$ cat src/sv/i2cwbi_pkg.sv
// Shared types and constants for the I2C write-bit injector.
package i2cwbi_pkg;

  localparam int unsigned CFG_AW = 5;
  localparam int unsigned CFG_DW = 32;

  // Register indexes (byte address / 4)
  localparam logic [2:0] REG_TARGET_ADDRESS  = 3'd0;
  localparam logic [2:0] REG_TARGET_REGISTER = 3'd1;
  localparam logic [2:0] REG_INJECT_POS      = 3'd2;
  localparam logic [2:0] REG_ACK_DELAY       = 3'd3;
  localparam logic [2:0] REG_TIMEOUT         = 3'd4;

  localparam logic [7:0]  RST_TARGET_ADDRESS  = 8'h88;
  localparam logic [7:0]  RST_TARGET_REGISTER = 8'h00;
  localparam logic [2:0]  RST_INJECT_POS      = 3'd7;
  localparam logic [15:0] RST_ACK_DELAY       = 16'd150;
  localparam logic [23:0] RST_TIMEOUT         = 24'd375000;

  // Sequencer phases
  localparam logic [3:0] PH_IDLE      = 4'd0;
  localparam logic [3:0] PH_BIT_RISE  = 4'd1;
  localparam logic [3:0] PH_BIT_FALL  = 4'd2;
  localparam logic [3:0] PH_ACK_LOW   = 4'd3;
  localparam logic [3:0] PH_ACK_HIGH  = 4'd4;
  localparam logic [3:0] PH_ACK_RISE  = 4'd5;
  localparam logic [3:0] PH_ACK_FALL  = 4'd6;
  localparam logic [3:0] PH_WAIT_STOP = 4'd7;
  localparam logic [3:0] PH_STOP_SDA  = 4'd8;
  localparam logic [3:0] PH_STOP_SCL  = 4'd9;

  // Byte kinds
  localparam logic [1:0] KIND_ADDR = 2'd0;
  localparam logic [1:0] KIND_REG  = 2'd1;
  localparam logic [1:0] KIND_DATA = 2'd2;

  typedef struct packed {
    logic [7:0]  target_address;
    logic [7:0]  target_register;
    logic [2:0]  inject_pos;
    logic [15:0] ack_delay_ticks;
    logic [23:0] timeout_ticks;
  } cfg_t;

  typedef struct packed {
    logic msda_low;
    logic tsda_low;
    logic tscl_low;
  } drive_t;

  typedef struct packed {
    logic [3:0]  phase;
    logic [1:0]  byte_kind;
    logic [3:0]  bit_count;
    logic [7:0]  shift_byte;
    logic        address_matched;
    logic        rewrite_enable;
    logic        inject_latched;
    logic [15:0] delay_count;
    logic [23:0] timeout_count;
    logic        timer_running;
    logic        prev_scl;
    logic        prev_sda;
    drive_t      drive;
    logic        scl_release_pending;
  } state_t;

  typedef struct packed {
    logic master_scl;
    logic master_sda;
    logic target_sda;
    logic inject_level;
  } sample_t;

  typedef struct packed {
    logic target_scl_low;
    logic target_sda_low;
    logic master_sda_low;
    logic timed_out;
    logic bit_injected;
  } result_t;

  localparam state_t STATE_RST = '{
    phase:               PH_IDLE,
    byte_kind:           KIND_ADDR,
    bit_count:           4'd0,
    shift_byte:          8'd0,
    address_matched:     1'b0,
    rewrite_enable:      1'b0,
    inject_latched:      1'b1,
    delay_count:         16'd0,
    timeout_count:       24'd0,
    timer_running:       1'b0,
    prev_scl:            1'b1,
    prev_sda:            1'b1,
    drive:               '{msda_low: 1'b0, tsda_low: 1'b0, tscl_low: 1'b0},
    scl_release_pending: 1'b0
  };

endpackage

$ cat src/sv/i2cwbi_core.sv
// Next-state and result logic for one tick of bus samples.
module i2cwbi_core (
  input  i2cwbi_pkg::cfg_t    cfg,
  input  i2cwbi_pkg::state_t  cur,
  input  i2cwbi_pkg::sample_t smp,
  output i2cwbi_pkg::state_t  nxt,
  output i2cwbi_pkg::result_t res
);

  logic        rise;
  logic        fall;
  logic        start_cond;
  logic        stop_cond;
  logic [15:0] dly_inc;
  logic        dly_done;
  logic [23:0] tmo_inc;
  logic        tmo_hit;
  logic [3:0]  bit_inc;
  logic [2:0]  bit_pos;
  logic        timed;
  logic        injected;

  assign rise       = ~cur.prev_scl & smp.master_scl;
  assign fall       = cur.prev_scl & ~smp.master_scl;
  assign start_cond = cur.prev_sda & ~smp.master_sda & smp.master_scl;
  assign stop_cond  = ~cur.prev_sda & smp.master_sda & smp.master_scl;
  assign dly_inc    = 16'(cur.delay_count + 16'd1);
  assign dly_done   = dly_inc >= cfg.ack_delay_ticks;
  assign tmo_inc    = 24'(cur.timeout_count + 24'd1);
  assign tmo_hit    = cur.timer_running && (tmo_inc >= cfg.timeout_ticks);
  assign bit_inc    = 4'(cur.bit_count + 4'd1);
  assign bit_pos    = 3'd7 - cur.bit_count[2:0];

  always_comb begin
    nxt      = cur;
    timed    = 1'b0;
    injected = 1'b0;
    if (cur.timer_running) begin
      nxt.timeout_count = tmo_inc;
    end
    if (tmo_hit) begin
      // abort wins over everything else this tick
      nxt.drive               = '0;
      nxt.phase               = i2cwbi_pkg::PH_IDLE;
      nxt.byte_kind           = i2cwbi_pkg::KIND_ADDR;
      nxt.bit_count           = 4'd0;
      nxt.scl_release_pending = 1'b0;
      nxt.delay_count         = 16'd0;
      nxt.timer_running       = 1'b0;
      nxt.timeout_count       = 24'd0;
      timed                   = 1'b1;
    end else begin
      unique case (cur.phase)
        i2cwbi_pkg::PH_BIT_RISE: begin
          nxt.drive.tscl_low = 1'b1;
          if (rise) begin
            if (cur.byte_kind[1] && cur.rewrite_enable && bit_pos == cfg.inject_pos) begin
              nxt.drive.tsda_low = ~cur.inject_latched;
              injected           = 1'b1;
            end else begin
              nxt.drive.tsda_low = ~smp.master_sda;
            end
            nxt.shift_byte          = {cur.shift_byte[6:0], smp.master_sda};
            nxt.scl_release_pending = 1'b1;
            nxt.phase               = i2cwbi_pkg::PH_BIT_FALL;
          end
        end
        i2cwbi_pkg::PH_BIT_FALL: begin
          if (fall) begin
            nxt.drive.tscl_low      = 1'b1;
            nxt.scl_release_pending = 1'b0;
            nxt.bit_count           = bit_inc;
            if (bit_inc >= 4'd8) begin
              nxt.drive.tsda_low = 1'b0;
              if (cur.byte_kind == i2cwbi_pkg::KIND_ADDR) begin
                nxt.address_matched = (cur.shift_byte == cfg.target_address);
              end
              nxt.delay_count = 16'd0;
              nxt.phase       = i2cwbi_pkg::PH_ACK_LOW;
            end else begin
              nxt.phase = i2cwbi_pkg::PH_BIT_RISE;
            end
          end else if (cur.scl_release_pending) begin
            nxt.drive.tscl_low      = 1'b0;
            nxt.scl_release_pending = 1'b0;
          end
        end
        i2cwbi_pkg::PH_ACK_LOW: begin
          nxt.delay_count = dly_done ? 16'd0 : dly_inc;
          if (dly_done) begin
            nxt.drive.tscl_low = 1'b0;
            nxt.phase          = i2cwbi_pkg::PH_ACK_HIGH;
          end
        end
        i2cwbi_pkg::PH_ACK_HIGH: begin
          nxt.delay_count = dly_done ? 16'd0 : dly_inc;
          if (dly_done) begin
            if (cur.byte_kind != i2cwbi_pkg::KIND_ADDR || cur.address_matched) begin
              nxt.drive.msda_low = ~smp.target_sda;
            end
            nxt.phase = i2cwbi_pkg::PH_ACK_RISE;
          end
        end
        i2cwbi_pkg::PH_ACK_RISE: begin
          if (rise) begin
            nxt.phase = i2cwbi_pkg::PH_ACK_FALL;
          end
        end
        i2cwbi_pkg::PH_ACK_FALL: begin
          if (fall) begin
            nxt.drive.tscl_low = 1'b1;
            nxt.drive.msda_low = 1'b0;
            if (cur.byte_kind == i2cwbi_pkg::KIND_ADDR) begin
              if (cur.address_matched) begin
                nxt.byte_kind           = i2cwbi_pkg::KIND_REG;
                nxt.bit_count           = 4'd0;
                nxt.shift_byte          = 8'd0;
                nxt.scl_release_pending = 1'b0;
                nxt.phase               = i2cwbi_pkg::PH_BIT_RISE;
              end else begin
                nxt.timer_running = 1'b0;
                nxt.timeout_count = 24'd0;
                nxt.phase         = i2cwbi_pkg::PH_WAIT_STOP;
              end
            end else if (cur.byte_kind == i2cwbi_pkg::KIND_REG) begin
              nxt.rewrite_enable      = (cur.shift_byte == cfg.target_register);
              nxt.inject_latched      = smp.inject_level;
              nxt.byte_kind           = i2cwbi_pkg::KIND_DATA;
              nxt.bit_count           = 4'd0;
              nxt.shift_byte          = 8'd0;
              nxt.scl_release_pending = 1'b0;
              nxt.phase               = i2cwbi_pkg::PH_BIT_RISE;
            end else begin
              nxt.phase = i2cwbi_pkg::PH_WAIT_STOP;
            end
          end
        end
        i2cwbi_pkg::PH_WAIT_STOP: begin
          if (stop_cond) begin
            nxt.drive.tsda_low = 1'b1;
            nxt.delay_count    = 16'd0;
            nxt.phase          = i2cwbi_pkg::PH_STOP_SDA;
          end
        end
        i2cwbi_pkg::PH_STOP_SDA: begin
          nxt.delay_count = dly_done ? 16'd0 : dly_inc;
          if (dly_done) begin
            nxt.drive.tscl_low = 1'b0;
            nxt.phase          = i2cwbi_pkg::PH_STOP_SCL;
          end
        end
        i2cwbi_pkg::PH_STOP_SCL: begin
          nxt.delay_count = dly_done ? 16'd0 : dly_inc;
          if (dly_done) begin
            nxt.drive.tsda_low = 1'b0;
            nxt.timer_running  = 1'b0;
            nxt.timeout_count  = 24'd0;
            nxt.phase          = i2cwbi_pkg::PH_IDLE;
          end
        end
        default: begin
          // idle, and any unused code
          nxt.phase = i2cwbi_pkg::PH_IDLE;
          if (start_cond) begin
            nxt.drive               = '{msda_low: 1'b0, tsda_low: 1'b1, tscl_low: 1'b0};
            nxt.timeout_count       = 24'd0;
            nxt.timer_running       = 1'b1;
            nxt.address_matched     = 1'b0;
            nxt.rewrite_enable      = 1'b0;
            nxt.byte_kind           = i2cwbi_pkg::KIND_ADDR;
            nxt.bit_count           = 4'd0;
            nxt.shift_byte          = 8'd0;
            nxt.scl_release_pending = 1'b0;
            nxt.phase               = i2cwbi_pkg::PH_BIT_RISE;
          end
        end
      endcase
    end
    nxt.prev_scl = smp.master_scl;
    nxt.prev_sda = smp.master_sda;
  end

  assign res.target_scl_low = nxt.drive.tscl_low;
  assign res.target_sda_low = nxt.drive.tsda_low;
  assign res.master_sda_low = nxt.drive.msda_low;
  assign res.timed_out      = timed;
  assign res.bit_injected   = injected;

endmodule

$ cat src/sv/i2c_write_bit_injector_unit.sv
// Top level of the I2C write-bit injector: config registers, state, beat handshake.
// Each input beat is one tick of sampled bus lines and yields exactly one result beat
// with the drive levels after that tick. On accept, the core logic updates the state
// registers and writes the result into an output register, backed by a one-entry skid
// register, so a new beat is taken every cycle while the result side keeps up. in_stall
// rises only when the skid register holds a result. Registers sit at byte addresses
// 0x00 target_address, 0x04 target_register, 0x08 inject bit position, 0x0C
// ack_delay_ticks, 0x10 timeout_ticks; write them only while idle.
module i2c_write_bit_injector_unit (
  input  logic        clk,
  input  logic        rst_n,
  input  logic        in_valid,
  output logic        in_stall,
  input  logic        in_master_scl,
  input  logic        in_master_sda,
  input  logic        in_target_sda,
  input  logic        in_inject_level,
  output logic        out_valid,
  input  logic        out_stall,
  output logic        out_target_scl_low,
  output logic        out_target_sda_low,
  output logic        out_master_sda_low,
  output logic        out_timed_out,
  output logic        out_bit_injected,
  input  logic        cfg_psel,
  input  logic        cfg_penable,
  input  logic        cfg_pwrite,
  input  logic [i2cwbi_pkg::CFG_AW-1:0] cfg_paddr,
  input  logic [i2cwbi_pkg::CFG_DW-1:0] cfg_pwdata,
  output logic [i2cwbi_pkg::CFG_DW-1:0] cfg_prdata,
  output logic        cfg_pready
);

  i2cwbi_pkg::cfg_t    cfg_r;
  i2cwbi_pkg::state_t  st_r;
  i2cwbi_pkg::state_t  st_nxt;
  i2cwbi_pkg::sample_t smp;
  i2cwbi_pkg::result_t res;
  i2cwbi_pkg::result_t out_r;
  i2cwbi_pkg::result_t skid_r;
  logic                out_vld_r;
  logic                skid_vld_r;
  logic                acc;
  logic                take;
  logic                cfg_wr;
  logic [2:0]          reg_idx;

  assign reg_idx    = cfg_paddr[4:2];
  assign cfg_wr     = cfg_psel & cfg_penable & cfg_pwrite;
  assign cfg_pready = 1'b1;

  always_ff @(posedge clk) begin
    if (!rst_n) begin
      cfg_r.target_address  <= i2cwbi_pkg::RST_TARGET_ADDRESS;
      cfg_r.target_register <= i2cwbi_pkg::RST_TARGET_REGISTER;
      cfg_r.inject_pos      <= i2cwbi_pkg::RST_INJECT_POS;
      cfg_r.ack_delay_ticks <= i2cwbi_pkg::RST_ACK_DELAY;
      cfg_r.timeout_ticks   <= i2cwbi_pkg::RST_TIMEOUT;
    end else if (cfg_wr) begin
      unique case (reg_idx)
        i2cwbi_pkg::REG_TARGET_ADDRESS:  cfg_r.target_address  <= cfg_pwdata[7:0];
        i2cwbi_pkg::REG_TARGET_REGISTER: cfg_r.target_register <= cfg_pwdata[7:0];
        i2cwbi_pkg::REG_INJECT_POS:      cfg_r.inject_pos      <= cfg_pwdata[2:0];
        i2cwbi_pkg::REG_ACK_DELAY:       cfg_r.ack_delay_ticks <= cfg_pwdata[15:0];
        i2cwbi_pkg::REG_TIMEOUT:         cfg_r.timeout_ticks   <= cfg_pwdata[23:0];
        default: ;
      endcase
    end
  end

  always_comb begin
    unique case (reg_idx)
      i2cwbi_pkg::REG_TARGET_ADDRESS:  cfg_prdata = {24'd0, cfg_r.target_address};
      i2cwbi_pkg::REG_TARGET_REGISTER: cfg_prdata = {24'd0, cfg_r.target_register};
      i2cwbi_pkg::REG_INJECT_POS:      cfg_prdata = {29'd0, cfg_r.inject_pos};
      i2cwbi_pkg::REG_ACK_DELAY:       cfg_prdata = {16'd0, cfg_r.ack_delay_ticks};
      i2cwbi_pkg::REG_TIMEOUT:         cfg_prdata = {8'd0, cfg_r.timeout_ticks};
      default:                         cfg_prdata = '0;
    endcase
  end

  assign smp.master_scl   = in_master_scl;
  assign smp.master_sda   = in_master_sda;
  assign smp.target_sda   = in_target_sda;
  assign smp.inject_level = in_inject_level;

  i2cwbi_core u_core (
    .cfg (cfg_r),
    .cur (st_r),
    .smp (smp),
    .nxt (st_nxt),
    .res (res)
  );

  assign in_stall  = skid_vld_r;
  assign acc       = in_valid & ~skid_vld_r;
  assign out_valid = out_vld_r;
  assign take      = out_vld_r & ~out_stall;

  always_ff @(posedge clk) begin
    if (!rst_n) begin
      st_r <= i2cwbi_pkg::STATE_RST;
    end else if (acc) begin
      st_r <= st_nxt;
    end
  end

  // output register plus skid: skid fills only when the output beat is held
  always_ff @(posedge clk) begin
    if (!rst_n) begin
      out_vld_r  <= 1'b0;
      skid_vld_r <= 1'b0;
    end else if (take || !out_vld_r) begin
      if (skid_vld_r) begin
        out_vld_r  <= 1'b1;
        skid_vld_r <= 1'b0;
      end else begin
        out_vld_r <= acc;
      end
    end else if (acc) begin
      skid_vld_r <= 1'b1;
    end
  end

  always_ff @(posedge clk) begin
    if (take || !out_vld_r) begin
      if (skid_vld_r) begin
        out_r <= skid_r;
      end else if (acc) begin
        out_r <= res;
      end
    end else if (acc) begin
      skid_r <= res;
    end
  end

  assign out_target_scl_low = out_r.target_scl_low;
  assign out_target_sda_low = out_r.target_sda_low;
  assign out_master_sda_low = out_r.master_sda_low;
  assign out_timed_out      = out_r.timed_out;
  assign out_bit_injected   = out_r.bit_injected;

endmodule

$ cat config.mk
export PLATFORM = sky130hd
export DESIGN_NAME = i2c_write_bit_injector_unit
export DESIGN_NICKNAME = d
export VERILOG_FILES = /design/src/sv/i2cwbi_pkg.sv /design/src/sv/i2cwbi_core.sv /design/src/sv/i2c_write_bit_injector_unit.sv
export SDC_FILE = /design/constraint.sdc
export NUM_CORES = 1
export LEC_CHECK = 0
export BUFFER_PORTS_ARGS = -buffer_cell sky130_fd_sc_hd__buf_2
export CELL_PAD_IN_SITES_DETAIL_PLACEMENT = 1
export CELL_PAD_IN_SITES_GLOBAL_PLACEMENT = 2
export CORE_ASPECT_RATIO = 1.25
export CORE_MARGIN = 2
export CORE_UTILIZATION = 29
export CTS_BUF_LIST = sky130_fd_sc_hd__clkbuf_8
export DETAILED_ROUTE_END_ITERATION = 10
export MAX_ROUTING_LAYER = met4
export PLACE_DENSITY_LB_ADDON = 0.05
export SYNTH_ARGS = -nofsm -noshare
export SYNTH_HDL_FRONTEND = slang
export SYNTH_SLANG_ARGS = --single-unit
$ cat constraint.sdc
create_clock -name clk -period 3.95 [get_ports clk]
set_input_delay 0.395 -clock clk [delete_from_list [all_inputs] [get_ports clk]]
set_output_delay 0.395 -clock clk [all_outputs]
set_load 0.01 [all_outputs]
==> impl_metrics.yaml, run 1 <==
outcome:
  status: "complete, no violations"
die:
  die_x_um: 155
  start_util_pct: 29.3
  row_count: 69
  top_level_ports: 88
  die-area_mm2: 0.0299
  die_height_um: 193
  core_mm2: 0.0282
critical_path:
  start_kind: "flop"
  cp.arrival_ns: 4.16
  crit_required_ns: 4.32
  r2r_cells: 18
  worst_setup_path_end_kind: "flop"
  criticalPathCategory: "flop to flop"
  crit_fanout: 13
global_routing:
  grt_pass1_vias: 8048
  grt_pass1_wl_mm: 44.8
  grt_max_degree: 44
  grtUsageTotal_pct: 20.2
  antenna_found_initial: 2
  overflow: 0
synth:
  synth.area.top_cells: "dfxtp_1 31%, nand2_1 7.9%, ha_1 6.5%"
  synthCells: 1047
  yosys_register_bits: 139
  syn_avg_cell_area_um2: 7.90
  synth_area_mm2: 0.00827
  synth_top_cell_by_area: "dfxtp_1"
  yosys_most_used_dff: "dfxtp_1"
  yosysMostFrequentCell: "nand2_1"
  synth_edf_count: 10
  synthTopCellsByCount: "175 x nand2_1, 129 x dfxtp_1, 98 x nor2_1"
  async_flop_share_pct: 0
  yosysWarnings: 0
  ys_types: 70
  synth_top_area_share_pct: 31.2
  ys_seq_area_share_pct: 34.9
placement:
  pre_cts_ws_ns: -0.209
  place_congestion: 0.824
  io_buffers: 68
  hpwl_mm: 21.9
power_and_ir_drop:
  p_int_mw: 2.05
  power.density_mw_per_mm2: 281
  combPwrFrac_pct: 9.2
  post-layout-total-power_mw: 2.91
  p_sw_share_pct: 29.7
  clock_power_share_pct: 41.3
  share_seq_of_total_power_pct: 49.5
  switching_power_mw: 0.866
  p_leak_nw: 4.26
  ir_worst_vdd_uv: 184
sta:
  fmax_mhz: 264
  clock_skew_ns: 0.0179
  slew_headroom_pct: 32.4
  finalSetupViolations: 0
  final.setup.tns_ns: 0
  fin_crit_sh_pct: 96.0
  slew_violations: 0
  tightest_slew_ns: 1.01
  fin_crit_ns: 3.79
  hold_viol: 0
  rsz0062_at_grt: "yes"
  fin_ws_ns: 0.158
finish:
  fin_util_pct: 36.8
  multiInputGateArea_mm2: 0.00522
  final_layout_size_suffix_gt1_share_pct: 24.0
  seq_area_mm2: 0.00290
  final_nets: 1267
  area_delta_synth_final_pct: 25.5
  final.fill_count: 3455
run:
  cap_violations: 0
clock_network:
  ctsLongestPathBuffers: 2
  cts-root-buf: "clkbuf_8"
  h-tree-depth: 4
  clk_pin_slew_worst_paths_ns: 0.10
  clock_latency_ns: 0.47
  cts_hold_buf: 0
  cts_buffers: 17
  cts_tree: "done"
  cts.sinks: 139
drt:
  drt_iter0_markers: 240
  routed_wl_mm: 28.9
  drc: 0
  via_per_inst: 5.03
  wl_per_cell_um: 18.7
  vias: 7779
  detail-route-antenna-nets: 0
  first_pass_iters: 4
hold_path:
  min_path_cells: 3
  hp-class: "primary input to flop"
worst max-delay path, stage by stage (launching register included):
cell and delay (ns):
dfxtp_4 0.39, nand3_4 0.09, nor4_4 0.31, nand4_2 0.12, nor2_1 0.12, buf_4 0.15
and3_4 0.23, nand3_4 0.08, xnor2_2 0.15, ha_1 0.29, nand4_1 0.18, nor4_2 0.33
and4_1 0.24, and2_4 0.19, o21ai_4 0.09, buf_4 0.16, and3_4 0.18, buf_12 0.15
a32o_1 0.24
cells by family (layout without fill, tap and decap cells):
group	Yosys count	after routing	share of synthesized area, %
fa+ha+maj	43	43	6.50
mux	37	37	4.58
xor+xnor	66	66	6.99
buf+inv	120	255	6.04
simple gates	426	426	24.4
flops	139	139	34.9
other cells	2	11	0.0908
compound gates	214	214	16.6
cell type report:
type / instances / share of cell area (%)
Inverter: 55 / 2.01
Tap cell: 355 / 4.28
Timing Repair Buffer: 168 / 11.7
Sequential cell: 139 / 27.9
Multi-Input combinational cell: 795 / 50.3
Antenna cell: 2 / 0.0482
Clock inverter: 15 / 1.47
Clock buffer: 17 / 2.25
flip-flops by register name, summed over array words and instances, names as in the netlist:
register            cells
st_r                   68
cfg_r                  59
out_master_sda_low      1
skid_r                  5
out_bit_injected        1
out_target_sda_low      1
out_timed_out           1
in_stall                1
out_target_scl_low      1
out_valid               1
placed cells by master (no fill, tap or decap), types with 30 or more instances in the layout:
cell type / synthesis / final
nor2_1: 98 / 81
o21ai_0: 46 / 41
a21oi_1: 73 / 66
xor2_1: 35 / 35
mux2i_1: 30 / 30
xnor2_1: 31 / 30
buf_4: 10 / 89
ha_1: 43 / 40
inv_1: 53 / 53
buf_2: 9 / 68
nand3_1: 38 / 34
nand2_1: 175 / 174
dfxtp_1: 129 / 120
path summary, 6_finish.rpt:
| kind | startpoint | end | slack [ns] |
|---|---|---|---|
| worst min register to register | cfg_r[19] | cfg_r[19] | 0.46 |
| worst max-delay path | st_r[7] | st_r[42] | 0.16 |
| worst max register to register | st_r[7] | st_r[42] | 0.16 |
| worst min-delay path | cfg_pwdata[18] | cfg_r[18] | 0.14 |
what timing repair did:
item | in CTS | in global routing
gates resized for setup | 7 | 83
cloned | 0 | 2
pin swaps | 7 | 36
setup buffers | 1 | 10
setup endpoints to repair | 64 | 69
through the flow:
step | hold slack (ns) | cell area [µm²] | instances
6_report | 0.141 | 10400 | 1546
2_1_floorplan | 0.436 | 8310 | 1054
3_5_place_dp | 0.449 | 9510 | 1499
3_3_place_gp | 0.442 | 9510 | 1499
4_1_cts | 0.109 | 9930 | 1532
5_1_grt | 0.139 | 10400 | 1546
power by group through the flow:
stage          Sequential (mW)  Clock [mW]  Combinational [mW]
2_1_floorplan             1.48           0               0.137
5_1_grt                   1.45        1.31               0.293
3_3_place_gp              1.48           0               0.250
3_5_place_dp              1.48           0               0.250
6_report                  1.44        1.20               0.268
4_1_cts                   1.44        1.26               0.253
routing by layer:
layer | share of wire, % | vias up | track usage, %
li1 | - | 3883 | -
met1 | 44 | 3767 | 23.2
met2 | 52 | 91 | 36.0
met3 | 1.7 | 38 | 3.03
met4 | 2.4 | 0 | 6.52
met5 | 0 | - | -
Note: power is estimated with default switching activity, not from simulation.
==> run 2: changes to the inputs <==
Settings changed: CORE_UTILIZATION 29 to 35.
Clock period 3.95 ns to 4.12 ns, I/O delays scaled along.
==> impl_metrics.yaml, run 2 (synthesis results as in run 1) <==
critical_path:
  r2r-end: "st_r[64]"
  regToRegSetupSlack_ns: 0.23
  crit_fanout: 5
  cp.arrival_ns: 4.21
  worst_setup_path_end_kind: "flop"
  crit_start: "st_r[7]"
  r2r-start: "st_r[7]"
  r2r_cells: 19
  start_kind: "flop"
  crit_required_ns: 4.44
  criticalPathCategory: "flop to flop"
clock_network:
  clk_pin_slew_worst_paths_ns: 0.08
  cts-root-buf: "clkbuf_8"
  h-tree-depth: 4
  cts.sinks: 139
  clock_latency_ns: 0.47
  ctsLongestPathBuffers: 2
  cts_buffers: 17
  cts_tree: "done"
hold_path:
  hold_end: "cfg_r[18]"
  hold_start: "cfg_pwdata[18]"
  hp-class: "primary input to flop"
  min_path_cells: 3
global_routing:
  overflow: 0
  grtUsageTotal_pct: 22.9
  grt_max_degree: 43
  grt_pass1_wl_mm: 43.0
  antenna_found_initial: 1
  grt_pass1_vias: 7879
die:
  top_level_ports: 88
  core_mm2: 0.0231
  row_count: 62
  die_x_um: 142
  die-area_mm2: 0.0249
  start_util_pct: 35.8
  die_height_um: 176
sta:
  rsz0062_at_grt: "yes"
  fin_crit_sh_pct: 94.4
  hold_viol: 0
  hold_ws_ns: 0.168
  tightest_slew_ns: 0.946
  fmax_mhz: 257
  fin_crit_ns: 3.89
  slew_headroom_pct: 36.0
  finalSetupViolations: 0
  clock_skew_ns: 0.0212
  slew_violations: 0
drt:
  wl_per_cell_um: 18.5
  drc: 0
  detail-route-antenna-nets: 0
  vias: 7653
  via_per_inst: 5.26
  drt_iter0_markers: 295
  routed_wl_mm: 26.9
  first_pass_iters: 4
power_and_ir_drop:
  ir_worst_vdd_uv: 181
  power.density_mw_per_mm2: 285
  p_leak_nw: 4.11
placement:
  io_buffers: 68
  hpwl_mm: 20.7
  place_congestion: 0.859
  placed_cells: 1421
finish:
  final_layout_size_suffix_gt1_share_pct: 18.7
  area_delta_synth_final_pct: 18.5
  reg.largest.list: "st_r: 68 flops, cfg_r: 59 flops, skid_r: 5 flops"
  mostFrequentLayoutCells: "174 x nand2_1, 129 x dfxtp_1, 96 x nor2_1, 74 x buf_4, 72 x a21oi_1"
  finalNonFillerCells: 1456
  final_common_cell: "nand2_1"
  final.fill_count: 2859
  final_nets: 1245
  regMostFlops: "st_r"
  largest_reg_flops: 68
run:
  cap_violations: 0
outcome:
  status: "complete, no violations"
## run 2: cell types whose count changed in the layout (fill, tap and decap cells not counted), sizes merged
cell,before,now
clkinv,1,4
bufinv,1,2
clkinvlp,4,3
inv,64,58
buf,165,146
diode,2,1
## run 2: how the worst max path moves through the flow
stage	cells after the start	slack (ns)	end
floorplan	17	0.15	out_master_sda_low
global placement	16	-0.02	st_r[64]
detailed placement	16	-0.07	st_r[64]
CTS	16	0.002	out_master_sda_low
global route	19	-0.02	st_r[64]
finish	19	0.23	st_r[64]
## run 2: layout make-up
cell class	count	area [µm²]	area share [%]
Clock buffer	20	275	2.81
Timing Repair Buffer	146	967	9.87
Antenna cell	1	2.50	0.0255
Inverter	55	209	2.13
Clock inverter	12	136	1.39
Multi-Input combinational cell	795	4970	50.7
Sequential cell	139	2880	29.4
Tap cell	288	360	3.68
## run 2: layer usage
layer | share of wire (%) | global-route usage, % | wire length [µm] | vias to the layer above
li1 | - | - | - | 3838
met1 | 45 | 27.3 | 12000 | 3681
met2 | 51 | 39.8 | 13600 | 99
met3 | 2.3 | 3.08 | 622 | 35
met4 | 2.2 | 7.75 | 599 | 0
met5 | 0 | - | 0 | -
## run 2: worst max-delay path, stage by stage (launching register included)
cell	delay (ns)
dfxtp_1	0.36
buf_4	0.11
nand3_1	0.13
nor4_4	0.21
nand4_2	0.15
nor2_1	0.13
buf_4	0.15
and3_1	0.19
nand3_1	0.10
xnor2_1	0.15
ha_1	0.30
nand4_1	0.21
nor4_2	0.34
and4_1	0.27
and2_4	0.18
o21ai_1	0.16
o31a_1	0.18
buf_4	0.17
mux2i_1	0.15
o22ai_1	0.10
## run 2: metrics by stage
stage / instance area (µm²) / utilization [%] / setup TNS [ns] / power [mW] / setup WS (ns)
finish: 9800 / 42.4 / 0 / 2.80 / 0.231
floorplan: 8300 / - / 0 / 1.55 / 0.151
CTS: 9740 / 42.1 / 0 / 2.83 / 0.00222
global placement: 9320 / 40.3 / -0.0158 / 1.65 / -0.0158
detailed placement: 9320 / 40.3 / -0.146 / 1.65 / -0.0693
global route: 9800 / 42.4 / -0.138 / 2.92 / -0.0217
## run 2: what timing repair did
action | in CTS | in global routing
gates resized for setup | 2 | 12
buffers inserted | 0 | 2
pin swaps | 0 | 7
hold buffers | 0 | 0
gates cloned | 0 | 0
setup endpoints to repair | 7 | 69
## run 2: where the power goes
group	total [mW]	switching (mW)	leakage (nW)	internal (mW)
combinational	0.229	0.149	2.77	0.0793
clock	1.18	0.592	0.202	0.591
sequential	1.39	0.0126	1.14	1.37
